### src/rtl/cdq_pkg.sv
`timescale 1ns / 1ps
`default_nettype none

package cdq_pkg;

    localparam int OP_W     = 3;
    localparam int WORD_W   = 32;
    localparam int POS_W    = 4;
    localparam int STATUS_W = 2;

    typedef enum logic [OP_W-1:0] {
        OP_INS_FRONT = 3'd0,
        OP_INS_BACK  = 3'd1,
        OP_REM_FRONT = 3'd2,
        OP_REM_BACK  = 3'd3,
        OP_SEARCH    = 3'd4,
        OP_CLEAR     = 3'd5
    } op_t;

    typedef enum logic [STATUS_W-1:0] {
        ST_OK    = 2'd0,
        ST_FULL  = 2'd1,
        ST_EMPTY = 2'd2
    } status_t;

    typedef struct packed {
        logic signed [WORD_W-1:0] removed_value;
        logic                     found;
        logic [POS_W-1:0]         position;
        logic                     now_empty;
        status_t                  status;
    } result_t;

endpackage

`default_nettype wire

### src/rtl/cdq_store.sv
`timescale 1ns / 1ps
`default_nettype none

module cdq_store #(
    parameter int DEPTH       = 16,
    parameter int VALUE_WIDTH = 32,
    localparam int IDX_W      = $clog2(DEPTH)
) (
    input  wire logic                   clk,
    input  wire logic                   wr_en,
    input  wire logic [IDX_W-1:0]       wr_addr,
    input  wire logic [VALUE_WIDTH-1:0] wr_data,
    input  wire logic [IDX_W-1:0]       rd_addr,
    output logic      [VALUE_WIDTH-1:0] rd_data
);

    logic [VALUE_WIDTH-1:0] mem [DEPTH];
    logic [VALUE_WIDTH-1:0] rd_data_reg;

    always_ff @(posedge clk)
    begin
        if (wr_en)
        begin
            mem[wr_addr] <= wr_data;
        end
    end

    always_ff @(posedge clk)
    begin
        rd_data_reg <= mem[rd_addr];
    end

    assign rd_data = rd_data_reg;

endmodule

`default_nettype wire

### src/rtl/cdq_engine.sv
`timescale 1ns / 1ps
`default_nettype none

module cdq_engine #(
    parameter int DEPTH       = 16,
    parameter int VALUE_WIDTH = 32
) (
    input  wire logic                          clk,
    input  wire logic                          rst_n,
    input  wire logic                          start,
    input  wire logic [cdq_pkg::OP_W-1:0]      op,
    input  wire logic [cdq_pkg::WORD_W-1:0]    value,
    output logic                               idle,
    output logic                               res_valid,
    output cdq_pkg::result_t                   res,
    input  wire logic                          res_take
);

    localparam int IDX_W = $clog2(DEPTH);
    localparam int CNT_W = $clog2(DEPTH + 1);

    typedef enum logic [4:0] {
        S_IDLE = 5'b00001,
        S_EXEC = 5'b00010,
        S_READ = 5'b00100,
        S_SCAN = 5'b01000,
        S_DONE = 5'b10000
    } state_t;

    state_t                   state_reg, state_next;
    logic [IDX_W-1:0]         head_reg, head_next;
    logic [CNT_W-1:0]         count_reg, count_next;
    logic [cdq_pkg::OP_W-1:0] op_reg, op_next;
    logic [VALUE_WIDTH-1:0]   key_reg, key_next;
    logic [IDX_W-1:0]         scan_slot_reg, scan_slot_next;
    logic [IDX_W-1:0]         pos_reg, pos_next;
    logic [cdq_pkg::WORD_W-1:0] removed_reg, removed_next;
    logic                     found_reg, found_next;
    cdq_pkg::status_t         status_reg, status_next;

    logic                     wr_en;
    logic [IDX_W-1:0]         wr_addr;
    logic [IDX_W-1:0]         rd_addr;
    logic [VALUE_WIDTH-1:0]   rd_data;
    logic                     full;
    logic                     empty;
    logic                     last_pos;

    function automatic logic [IDX_W-1:0] wrap_add(input logic [IDX_W-1:0] base,
                                                  input logic [CNT_W-1:0] off);
        logic [CNT_W:0] s;
        s = (CNT_W+1)'(base) + (CNT_W+1)'(off);
        if (s >= (CNT_W+1)'(DEPTH))
        begin
            s = s - (CNT_W+1)'(DEPTH);
        end
        return IDX_W'(s);
    endfunction

    function automatic logic [IDX_W-1:0] wrap_inc(input logic [IDX_W-1:0] slot);
        return (slot == IDX_W'(DEPTH - 1)) ? '0 : slot + 1'b1;
    endfunction

    cdq_store #(
        .DEPTH       (DEPTH),
        .VALUE_WIDTH (VALUE_WIDTH)
    ) u_store (
        .clk     (clk),
        .wr_en   (wr_en),
        .wr_addr (wr_addr),
        .wr_data (key_reg),
        .rd_addr (rd_addr),
        .rd_data (rd_data)
    );

    assign full     = (count_reg == CNT_W'(DEPTH));
    assign empty    = (count_reg == '0);
    assign last_pos = (CNT_W'(pos_reg) == count_reg - 1'b1);

    always_comb
    begin
        state_next     = state_reg;
        head_next      = head_reg;
        count_next     = count_reg;
        op_next        = op_reg;
        key_next       = key_reg;
        scan_slot_next = scan_slot_reg;
        pos_next       = pos_reg;
        removed_next   = removed_reg;
        found_next     = found_reg;
        status_next    = status_reg;
        wr_en          = 1'b0;
        wr_addr        = head_reg;
        rd_addr        = scan_slot_reg;

        case (state_reg)
            S_IDLE:
            begin
                if (start)
                begin
                    op_next    = op;
                    key_next   = VALUE_WIDTH'($unsigned(value));
                    state_next = S_EXEC;
                end
            end

            S_EXEC:
            begin
                removed_next = '0;
                found_next   = 1'b0;
                pos_next     = '0;
                status_next  = cdq_pkg::ST_OK;
                state_next   = S_DONE;
                case (op_reg)
                    cdq_pkg::OP_INS_FRONT:
                    begin
                        if (full)
                        begin
                            status_next = cdq_pkg::ST_FULL;
                        end
                        else
                        begin
                            head_next  = (head_reg == '0) ? IDX_W'(DEPTH - 1)
                                                          : head_reg - 1'b1;
                            wr_en      = 1'b1;
                            wr_addr    = head_next;
                            count_next = count_reg + 1'b1;
                        end
                    end

                    cdq_pkg::OP_INS_BACK:
                    begin
                        if (full)
                        begin
                            status_next = cdq_pkg::ST_FULL;
                        end
                        else
                        begin
                            wr_en      = 1'b1;
                            wr_addr    = wrap_add(head_reg, count_reg);
                            count_next = count_reg + 1'b1;
                        end
                    end

                    cdq_pkg::OP_REM_FRONT:
                    begin
                        if (empty)
                        begin
                            status_next = cdq_pkg::ST_EMPTY;
                        end
                        else
                        begin
                            rd_addr    = head_reg;
                            head_next  = wrap_inc(head_reg);
                            count_next = count_reg - 1'b1;
                            state_next = S_READ;
                        end
                    end

                    cdq_pkg::OP_REM_BACK:
                    begin
                        if (empty)
                        begin
                            status_next = cdq_pkg::ST_EMPTY;
                        end
                        else
                        begin
                            rd_addr    = wrap_add(head_reg, count_reg - 1'b1);
                            count_next = count_reg - 1'b1;
                            state_next = S_READ;
                        end
                    end

                    cdq_pkg::OP_SEARCH:
                    begin
                        if (!empty)
                        begin
                            rd_addr        = head_reg;
                            scan_slot_next = wrap_inc(head_reg);
                            state_next     = S_SCAN;
                        end
                    end

                    cdq_pkg::OP_CLEAR:
                    begin
                        head_next  = '0;
                        count_next = '0;
                    end

                    default:
                    begin
                    end
                endcase
            end

            S_READ:
            begin
                // Values narrower than the port come back sign-extended.
                removed_next = cdq_pkg::WORD_W'($signed(rd_data));
                state_next   = S_DONE;
            end

            S_SCAN:
            begin
                // The entry at pos_reg is on rd_data; the next one is fetched meanwhile.
                rd_addr        = scan_slot_reg;
                scan_slot_next = wrap_inc(scan_slot_reg);
                if (rd_data == key_reg)
                begin
                    found_next = 1'b1;
                    state_next = S_DONE;
                end
                else if (last_pos)
                begin
                    pos_next   = '0;
                    state_next = S_DONE;
                end
                else
                begin
                    pos_next = pos_reg + 1'b1;
                end
            end

            S_DONE:
            begin
                if (res_take)
                begin
                    state_next = S_IDLE;
                end
            end

            default:
            begin
                state_next = S_IDLE;
            end
        endcase
    end

    always_ff @(posedge clk or negedge rst_n)
    begin
        if (!rst_n)
        begin
            state_reg <= S_IDLE;
            head_reg  <= '0;
            count_reg <= '0;
        end
        else
        begin
            state_reg <= state_next;
            head_reg  <= head_next;
            count_reg <= count_next;
        end
    end

    always_ff @(posedge clk)
    begin
        op_reg        <= op_next;
        key_reg       <= key_next;
        scan_slot_reg <= scan_slot_next;
        pos_reg       <= pos_next;
        removed_reg   <= removed_next;
        found_reg     <= found_next;
        status_reg    <= status_next;
    end

    assign idle      = (state_reg == S_IDLE);
    assign res_valid = (state_reg == S_DONE);

    always_comb
    begin
        res.removed_value = removed_reg;
        res.found         = found_reg;
        res.position      = found_reg ? cdq_pkg::POS_W'(pos_reg) : '0;
        res.now_empty     = empty;
        res.status        = status_reg;
    end

endmodule

`default_nettype wire

### src/rtl/circular_deque_with_search_top.sv
//  channel   direction  handshake               payload
//  input     in         in_valid / in_stall     op, value
//  output    out        out_valid / out_stall   removed_value, found, position,
//                                               now_empty, status
//
//  Inserts, clear and unknown codes pass through EXEC to a result word,
//  removals add a READ state (one registered store read), and a search scans
//  up to count entries, since one comparator walks the ring one entry a cycle.
//  in_stall stays high from an accept until the result moves to the output register.
//  out_stall holds the output word; the next word may be accepted meanwhile.
//  Reset empties the sequence at once; store contents are not cleared.
`timescale 1ns / 1ps
`default_nettype none

module circular_deque_with_search_top #(
    parameter int DEPTH       = 16,
    parameter int VALUE_WIDTH = 32
) (
    input  wire logic                                 clk,
    input  wire logic                                 rst_n,
    input  wire logic                                 in_valid,
    output logic                                      in_stall,
    input  wire logic [cdq_pkg::OP_W-1:0]             op,
    input  wire logic signed [cdq_pkg::WORD_W-1:0]    value,
    output logic                                      out_valid,
    input  wire logic                                 out_stall,
    output logic signed [cdq_pkg::WORD_W-1:0]         removed_value,
    output logic                                      found,
    output logic [cdq_pkg::POS_W-1:0]                 position,
    output logic                                      now_empty,
    output logic [cdq_pkg::STATUS_W-1:0]              status
);

    logic             eng_idle;
    logic             res_valid;
    logic             res_take;
    cdq_pkg::result_t res;
    logic             out_valid_reg, out_valid_next;
    cdq_pkg::result_t out_reg;

    cdq_engine #(
        .DEPTH       (DEPTH),
        .VALUE_WIDTH (VALUE_WIDTH)
    ) u_engine (
        .clk       (clk),
        .rst_n     (rst_n),
        .start     (in_valid && !in_stall),
        .op        (op),
        .value     (value),
        .idle      (eng_idle),
        .res_valid (res_valid),
        .res       (res),
        .res_take  (res_take)
    );

    assign in_stall = !eng_idle;

    // The output register takes a new word when it is empty or being drained.
    assign res_take = res_valid && (!out_valid_reg || !out_stall);

    always_comb
    begin
        out_valid_next = out_valid_reg;
        if (res_take)
        begin
            out_valid_next = 1'b1;
        end
        else if (!out_stall)
        begin
            out_valid_next = 1'b0;
        end
    end

    always_ff @(posedge clk or negedge rst_n)
    begin
        if (!rst_n)
        begin
            out_valid_reg <= 1'b0;
        end
        else
        begin
            out_valid_reg <= out_valid_next;
        end
    end

    always_ff @(posedge clk)
    begin
        if (res_take)
        begin
            out_reg <= res;
        end
    end

    assign out_valid     = out_valid_reg;
    assign removed_value = out_reg.removed_value;
    assign found         = out_reg.found;
    assign position      = out_reg.position;
    assign now_empty     = out_reg.now_empty;
    assign status        = out_reg.status;

`ifndef SYNTHESIS
    a_busy_after_accept: assert property (@(posedge clk) disable iff (!rst_n)
        in_valid && !in_stall |=> in_stall)
        else $error("block not busy after accepting a word");

    a_found_clean: assert property (@(posedge clk) disable iff (!rst_n)
        out_valid && found |-> removed_value == '0 && status == cdq_pkg::ST_OK)
        else $error("search hit carries removal data or bad status");

    a_empty_flag: assert property (@(posedge clk) disable iff (!rst_n)
        out_valid && status == cdq_pkg::ST_EMPTY |-> now_empty && removed_value == '0)
        else $error("removal on empty sequence reported inconsistently");

    a_pos_zero: assert property (@(posedge clk) disable iff (!rst_n)
        out_valid && !found |-> position == '0)
        else $error("nonzero position without a match");
`endif

endmodule

`default_nettype wire
### config.mk
export PLATFORM = sky130hd
export DESIGN_NAME = circular_deque_with_search_top
export DESIGN_NICKNAME = d
export VERILOG_FILES = /design/src/rtl/cdq_pkg.sv /design/src/rtl/cdq_store.sv /design/src/rtl/cdq_engine.sv /design/src/rtl/circular_deque_with_search_top.sv
export SDC_FILE = /design/constraint.sdc
export NUM_CORES = 1
export LEC_CHECK = 0
export ABC_AREA = 1
export ABC_CLOCK_PERIOD_IN_PS = 4750
export BUFFER_PORTS_ARGS = -buffer_cell sky130_fd_sc_hd__buf_4
export CAP_MARGIN = 20
export CORE_MARGIN = 2
export CORE_UTILIZATION = 35
export DETAILED_ROUTE_END_ITERATION = 16
export PLACE_DENSITY_LB_ADDON = 0.08
export SLEW_MARGIN = 15
export SYNTH_ARGS = -nofsm -noshare
export SYNTH_HDL_FRONTEND = slang
export SYNTH_HIERARCHICAL = 1
export SYNTH_SLANG_ARGS = --single-unit
### constraint.sdc
create_clock -name clk -period 4.75 [get_ports clk]
set_clock_uncertainty 0.15 [all_clocks]
set_input_delay 0.2375 -clock clk [delete_from_list [all_inputs] [get_ports clk]]
set_output_delay 0.2375 -clock clk [all_outputs]
set_load 0.01 [all_outputs]
==> metrics.md, run 1 <==
| Metric | Value |
|---|---|
| Vias | roughly 19000 |
| Fin crit period | about 3.7 ns |
| Crit share post-route | a little under 80% |
| DRT Pass-1 Iters | 7 |
| Seq. cell area | ~20000 um^2 |
| Reg clk slew, reported paths | roughly 0.060 ns |
| Final setup violation count | 0 |
| Placed Cells | between 3000 and 4000 |
| Top Family by Delay on Critical Path | simple AND/OR/NAND/NOR gates |
| Crit. End Element | flip-flop |
| Die X | 292 um |
| Buf/Inv on CP | 3 |
| Fin. max-slew vios | 0 |
| Distinct cell type count after synthesis | 45 |
| Total die area | 85100 um^2 |
| Crit path max fanout | 13 |
| Post-synth EDFFs | 630 |
| CTS tree | done |
| RSZ-0062 raised after global routing | no |
| Pleak | between 10 and 15 nW |
| Largest net degree at the start of global routing | between 100 and 150 |
| Wire length on met3 | between 3000 and 4000 um |
| Top routing layer used | met4 |
| CP Cell Sequence | inv_1 -> ha_1 -> nand3_2 -> inv_2 -> nand2_1 -> nand3_1 -> nand2_1 -> nand2_1 -> o21ai_0 -> nand3b_1 -> nor2_4 -> buf_4 |
| GR Overflow Total | 0 |
| Post-synthesis sequential area ratio | between 60% and 70% |
| Ys flop type | edfxtp_1 |
| Worst-Skew Late Latency | between 0.6 and 0.7 ns |
| Largest register FFs | ~500 |
| Critical Path RT | 4.89 ns |
| Critical Path AT | between 3 and 4 ns |
| Number of global-route vias before repair | 18324 |
| HPWL after DPL | between 40000 and 50000 um |
| Hold buffers post-CTS | 40 |
| Power density cells | around 460 nW/um^2 |
| Nets@finish | roughly 2900 |
| Least-Margin Pin Slew | between 1 and 1.5 ns |
| Multi-input combinational cell area | about 6600 um^2 |
| Max-Cap Viols | 0 |
| Final WL | between 70000 and 80000 um |
| Antenna Violating Nets Remaining | 0 |
| Max IR drop VDD | between 0.2 and 0.25 mV |
| Core ar. | just over 80000 um^2 |
| Residual DRC count | 0 |
| Wire per inst | approximately 19 um |
| CTS root buf | clkbuf_16 |
| GP Congestion | around 0.8 |
| Core Util, Final | about two fifths |
| Reg with most FFs | u_engine/u_store/mem |
| CTS H-tree lvls | 3 |
| Hold Path Class | in2reg |
| Initial Util | a little over a third |
| Setup Fix Bufs, Post-CTS | 0 |
| Setup WS pre-CTS | ~1.1 ns |
| Met2 WL post-DR | 34400 um |
| Top cell type's share of synthesized area | around two thirds |
| Relative slew slack | between 20% and 30% |
| Rows | about 110 |
| CTS max path bufs | 3 |
| First DRT Iteration DRCs | around 1200 |
| Port bufs | 80 |
| Layout Cells excl Fill | about 4000 |
| M1 WL | 36600 um |
| Startpoint type of the worst setup path | flip-flop |
| Flops & latches, synth | 677 |
| Ports | 81 |
| Crit path kind | reg2reg |
| P&R area growth vs syn | 16.1% |
| Die Y | approximately 290 um |
| Syn_area_per_cell | 10.6 um^2 |
| Fill count | 7851 |
| Fraction of registers with async set/reset | about 2.2% |
| Initial antenna violation count | 0 |
| CTS Buf Count | 77 |
| Cells after Synth | between 2000 and 3000 |
| Ranking of synthesized cells by area | edfxtp_1 65%, nand2_1 11%, nand3_1 7.2% |
| Clock Sinks | 677 |
| GRT Util Overall | 18.0% |
| Status | complete, no violations |
| Setup slack after layout | ~1.0 ns |
| Peak Freq | 0.269 GHz |
| Final hold vios | 0 |
| Crit-path slowest cell | nor2_4 |
| Post-Syn Area | 29000 um^2 |
| Setup tns final | 0 ns |
| First-pass GRT wire length | around 120000 um |
| Max incr delay on CP | 0.50 ns |
| CTS resizes | 0 |
| Via-to-Cell Ratio | 4.66 |
| Synth warn | 6 |
| Mapped Nets | between 2000 and 3000 |
| Layout cells sized above 1 | 9.93% |
| Area leader, netlist | edfxtp_1 |
| # diodes | 0 |
| Critical path's most frequent cell | nand2_1 |
[routing by layer]
metal	vias up	track usage, %
li1	9129	-
met1	9030	25.9
met2	439	28.4
met3	81	2.67
met4	0	4.93
met5	-	0
[Yosys cell counts (15+ instances only)]
cell      count
o21ai_0      15
nor2_1       93
buf_2        43
nand2_1     825
dfxtp_1      32
buf_6        29
nand3_1     415
inv_1       484
edfxtp_1    630
xnor2_1      17
a21oi_1      16
clkbuf_1     17
[report_power, final]
part | total [mW] | internal [mW] | switching (mW)
Clock | 5.55 | 3.18 | 2.37
Sequential | 7.55 | 7.12 | 0.432
Combinational | 2.40 | 0.750 | 1.65
[layout by cell type, fill, tap and decap left out, types with 12 or more instances in the layout]
cell type | netlist | routed
clkinv_2 | 0 | 16
nand2_1 | 825 | 825
dfrtp_1 | 14 | 14
nor2_1 | 93 | 76
nand3_1 | 415 | 415
nor2_4 | 3 | 20
clkbuf_16 | 0 | 79
ha_1 | 12 | 12
a21oi_1 | 16 | 15
clkbuf_1 | 17 | 29
edfxtp_1 | 630 | 630
dlygate4sd3_1 | 0 | 40
buf_4 | 8 | 130
inv_1 | 484 | 483
xnor2_1 | 17 | 17
dfxtp_1 | 32 | 32
o21ai_0 | 15 | 15
[stage by stage]
stage,instance area [um^2],hold slack [ns],power (mW)
2_1_floorplan,29000,-0.208,9.06
3_3_place_gp,30900,-0.0305,10.1
3_5_place_dp,30900,-0.0346,10.1
4_1_cts,33600,0.146,15.7
5_1_grt,33600,0.173,16.3
6_report,33600,0.188,15.5
[path summary, 6_finish.rpt]
| kind | slack (ns) | cells after the start | start | end |
|---|---|---|---|---|
| setup reg to reg | 1.04 | 12 | u_engine/count_reg[0] | u_engine/u_store/mem[9][26] |
| setup / recovery | 1.04 | 12 | u_engine/count_reg[0] | u_engine/u_store/mem[9][26] |
| hold / removal | 0.19 | 2 | value[18] | u_engine/key_reg[18] |
| hold reg to reg | 0.27 | 0 | u_engine/removed_reg[1] | removed_value[1] |
| max in group asynchronous | 2.76 | 4 | rst_n | out_valid |
| min in group asynchronous | 0.54 | 3 | rst_n | u_engine/state_reg[0] |
[final cells by class]
cell class	instances	area share [%]
tap	1070	3.98
inverter	496	5.56
clock inverter	33	0.677
timing repair buffer	180	4.69
sequential	677	59.3
clock buffer	108	6.20
multi-input combinational	1447	19.6
[cells by family after synthesis]
kind of cell | Yosys count | share of synthesized area [%]
AO/OA/AOI/OAI | 51 | 1.02
XOR/XNOR | 24 | 0.726
adder cells (fa/ha/maj) | 14 | 0.657
buffers and inverters | 608 | 8.99
flip-flops | 677 | 68.8
multiplexers | 2 | 0.0778
AND/OR/NAND/NOR | 1356 | 19.7
No activity file was read; power rests on OpenSTA's default activity.
==> inputs of run 2 (changes only) <==
ABC_CLOCK_PERIOD_IN_PS = 3100   (was 4750)
clock period = 3.1 ns   (was 4.75 ns; I/O delays follow)
==> run 2 against run 1 <==
Compared with the run above: sequential power grew 52%; non-clock buffer count grew 67; sequential share of layout area shrank 1.9 points; critical path type unchanged; hold slack lost 0.088 ns; register-to-register slack lost 0.90 ns; clock power grew 59%; highest routed layer unchanged.
==> metrics.md, run 2 (synthesized netlist as in run 1, its figures left out) <==
| Metric | Value |
|---|---|
| Antenna Violating Nets Remaining | 0 (unchanged) |
| First DRT Iteration DRCs | 1261 (+1.3%) |
| Fin. max-slew vios | 0 (unchanged) |
| Vias | 19140 (+2.5%) |
| Critical path's most frequent cell | nand2_1 |
| Max IR drop VDD | 0.382 mV (+54%) |
| CTS root buf | clkbuf_16 |
| Die X | 292 um (unchanged) |
| Hold WS | 0.100 ns (-0.0882 ns) |
| RSZ-0062 raised after global routing | no |
| Initial Util | 35.3% (unchanged) |
| Largest register FFs | 512 (unchanged) |
| Initial antenna violation count | 1 (+1) |
| Crit path kind | reg2reg |
| Layout cells sized above 1 | 12.1% (+2.2 points) |
| Commonest non-fill, non-tap cell in the layout | nand2_1 |
| Worst-Skew Late Latency | 0.61 ns (about the same) |
| Crit share post-route | 95.5% (+17 points) |
| Crit-path slowest cell | dfrtp_2 |
| Placed Cells | 3894 (+1.7%) |
| Max incr delay on CP | 0.47 ns (-0.03 ns) |
| Core ar. | 82000 um^2 (unchanged) |
| Number of global-route vias before repair | 18574 (+1.4%) |
| Setup WS pre-CTS | 0.124 ns (-0.933 ns) |
| Multi-input combinational cell area | 6630 um^2 (+0.34%) |
| Setup slack after layout | 0.139 ns (-0.898 ns) |
| Status | complete, no violations |
| Residual DRC count | 0 (unchanged) |
| Top routing layer used | met4 |
| Critical Path RT | 3.27 ns (-1.62 ns) |
| Startpoint type of the worst setup path | flip-flop |
| DRT Pass-1 Iters | 5 (-2) |
| GRT Util Overall | 18.5% (+0.50 points) |
| Total die area | 85100 um^2 (unchanged) |
| Hold Path Class | in2reg |
| Nets@finish | 3000 (+2.3%) |
| Rows | 105 (unchanged) |
| Top Family by Delay on Critical Path | simple AND/OR/NAND/NOR gates |
| Power density cells | 706 nW/um^2 (+53%) |
| Seq. cell area | 19900 um^2 (about the same) |
| Met2 WL post-DR | 35000 um (+1.6%) |
| Wire length on met3 | 4000 um (+4.4%) |
| Die Y | 292 um (unchanged) |
| Least-Margin Pin Slew | 0.769 ns (-0.352 ns) |
| Final non-filler cell area | 34800 um^2 (+3.4%) |
| Pleak | 14.7 nW (+3.5%) |
| Layout Cells excl Fill | 4076 (+1.6%) |
| P&R area growth vs syn | 20.1% |
| GR Overflow Total | 0 (unchanged) |
| Max-Cap Viols | 0 (unchanged) |
| Via-to-Cell Ratio | 4.70 (+0.83%) |
| Ports | 81 (unchanged) |
| Fill count | 7901 (+0.64%) |
| Relative slew slack | 48.6% (+23 points) |
| First-pass GRT wire length | 118000 um (+1.8%) |
| GP Congestion | 0.876 (+8.4%) |
| Port bufs | 80 (unchanged) |
| Largest net degree at the start of global routing | 101 (-22%) |
| CTS H-tree lvls | 3 (unchanged) |
| Crit. End Element | flip-flop |
| Final hold vios | 0 (unchanged) |
| Final WL | 78600 um (+3.1%) |
| M1 WL | 38100 um (+4.0%) |
| Reg clk slew, reported paths | 0.06 ns (about the same) |
| CTS max path bufs | 3 (unchanged) |
| CTS tree | done |
| CP Cell Sequence | ha_1 -> a21oi_1 -> nand2_1 -> and2_1 -> o21ai_0 -> nand3b_1 -> nand2_1 -> nand2_1 -> nand2_1 -> nand3_1 -> buf_4 -> nor2_4 -> buf_4 |
| Final setup violation count | 0 (unchanged) |
| Most frequent cells in the layout | 825 x nand2_1, 630 x edfxtp_1, 482 x inv_1, 415 x nand3_1, 158 x buf_4 |
| Placed cell area | 31900 um^2 (+3.1%) |
| Clock Sinks | 677 (unchanged) |
| Peak Freq | 0.338 GHz (+25%) |
| Fin crit period | 2.96 ns (-0.752 ns) |
| # diodes | 0 (unchanged) |
| Setup tns final | 0 ns (unchanged) |
| Crit path max fanout | 9 (-4) |
| CTS Buf Count | 78 (+1.3%) |
| Reg with most FFs | u_engine/u_store/mem |
| HPWL after DPL | 49300 um (+12%) |
| Wire per inst | 19.3 um (+1.4%) |
| Critical Path AT | 3.13 ns (-0.72 ns) |
| Buf/Inv on CP | 2 (-1) |
## run 2: cell count changes in the layout (fill, tap and decap cells not counted), moves of 2 or more
cell        change
buf_4          +28
bufinv_16       +2
clkinv_8        +3
clkinv_1        +6
clkbuf_16       +2
clkinv_2        -8
buf_12         +38
clkbuf_1        -8
clkinvlp_4      +2
ha_1            -2
clkbuf_8        +5
inv_6           -3
## run 2: power by group
part           switching, mW  internal [mW]
registers              0.547           10.9
logic                   2.85           1.44
clock network           3.63           5.18
## run 2: what timing repair did
item / 4_1_cts / 5_1_grt
resized for setup: 0 / 6
setup buffers: 0 / 2
endpoints found under the setup margin: 0 / 350
hold buffers: 40 / 0
endpoints found under the hold margin: 94 / 0
## run 2: final cells by class
cell class | count | area share [%]
sequential | 677 | 57.3
multi-input combinational | 1447 | 19.1
timing repair buffer | 247 | 7.40
clock buffer | 106 | 6.18
inverter | 496 | 5.38
tap | 1070 | 3.85
clock inverter | 33 | 0.817
## run 2: final timing paths
kind                                          start                      endpoint  slack [ns]  depth (start not counted)
max                           u_engine/count_reg[2]  u_engine/u_store/mem[12][13]        0.14                         13
min                                       value[19]          u_engine/key_reg[19]        0.10                          2
max reg2reg                   u_engine/count_reg[2]  u_engine/u_store/mem[12][13]        0.14                         13
min reg2reg                u_engine/removed_reg[15]             removed_value[15]        0.26                          0
max in group asynchronous                     rst_n         u_engine/count_reg[2]        1.15                          4
min in group asynchronous                     rst_n         u_engine/state_reg[0]        0.43                          3
## run 2: metal layers
metal / vias to the layer above / track usage [%]
met5: - / 0
met4: 0 / 4.83
met3: 111 / 3.23
met2: 457 / 28.4
met1: 9297 / 27.1
li1: 9275 / -
## run 2: through the flow
| step | power (mW) | util (%) |
|---|---|---|
| after floorplan | 13.9 | - |
| after global placement | 15.9 | 38.9 |
| after detailed placement | 15.9 | 38.9 |
| after CTS | 24.8 | 42.3 |
| after global routing | 25.7 | 42.4 |
| final | 24.6 | 42.4 |
## run 2: worst register-to-register path, delay by kind of cell (launching register included)
kind	cells	cell delay (ns)
AOI/OAI and AO/OA	2	0.32
and+or+nand+nor	8	0.97
DFF	1	0.47
adders and majority gates	1	0.35
buffers and inverters	2	0.42
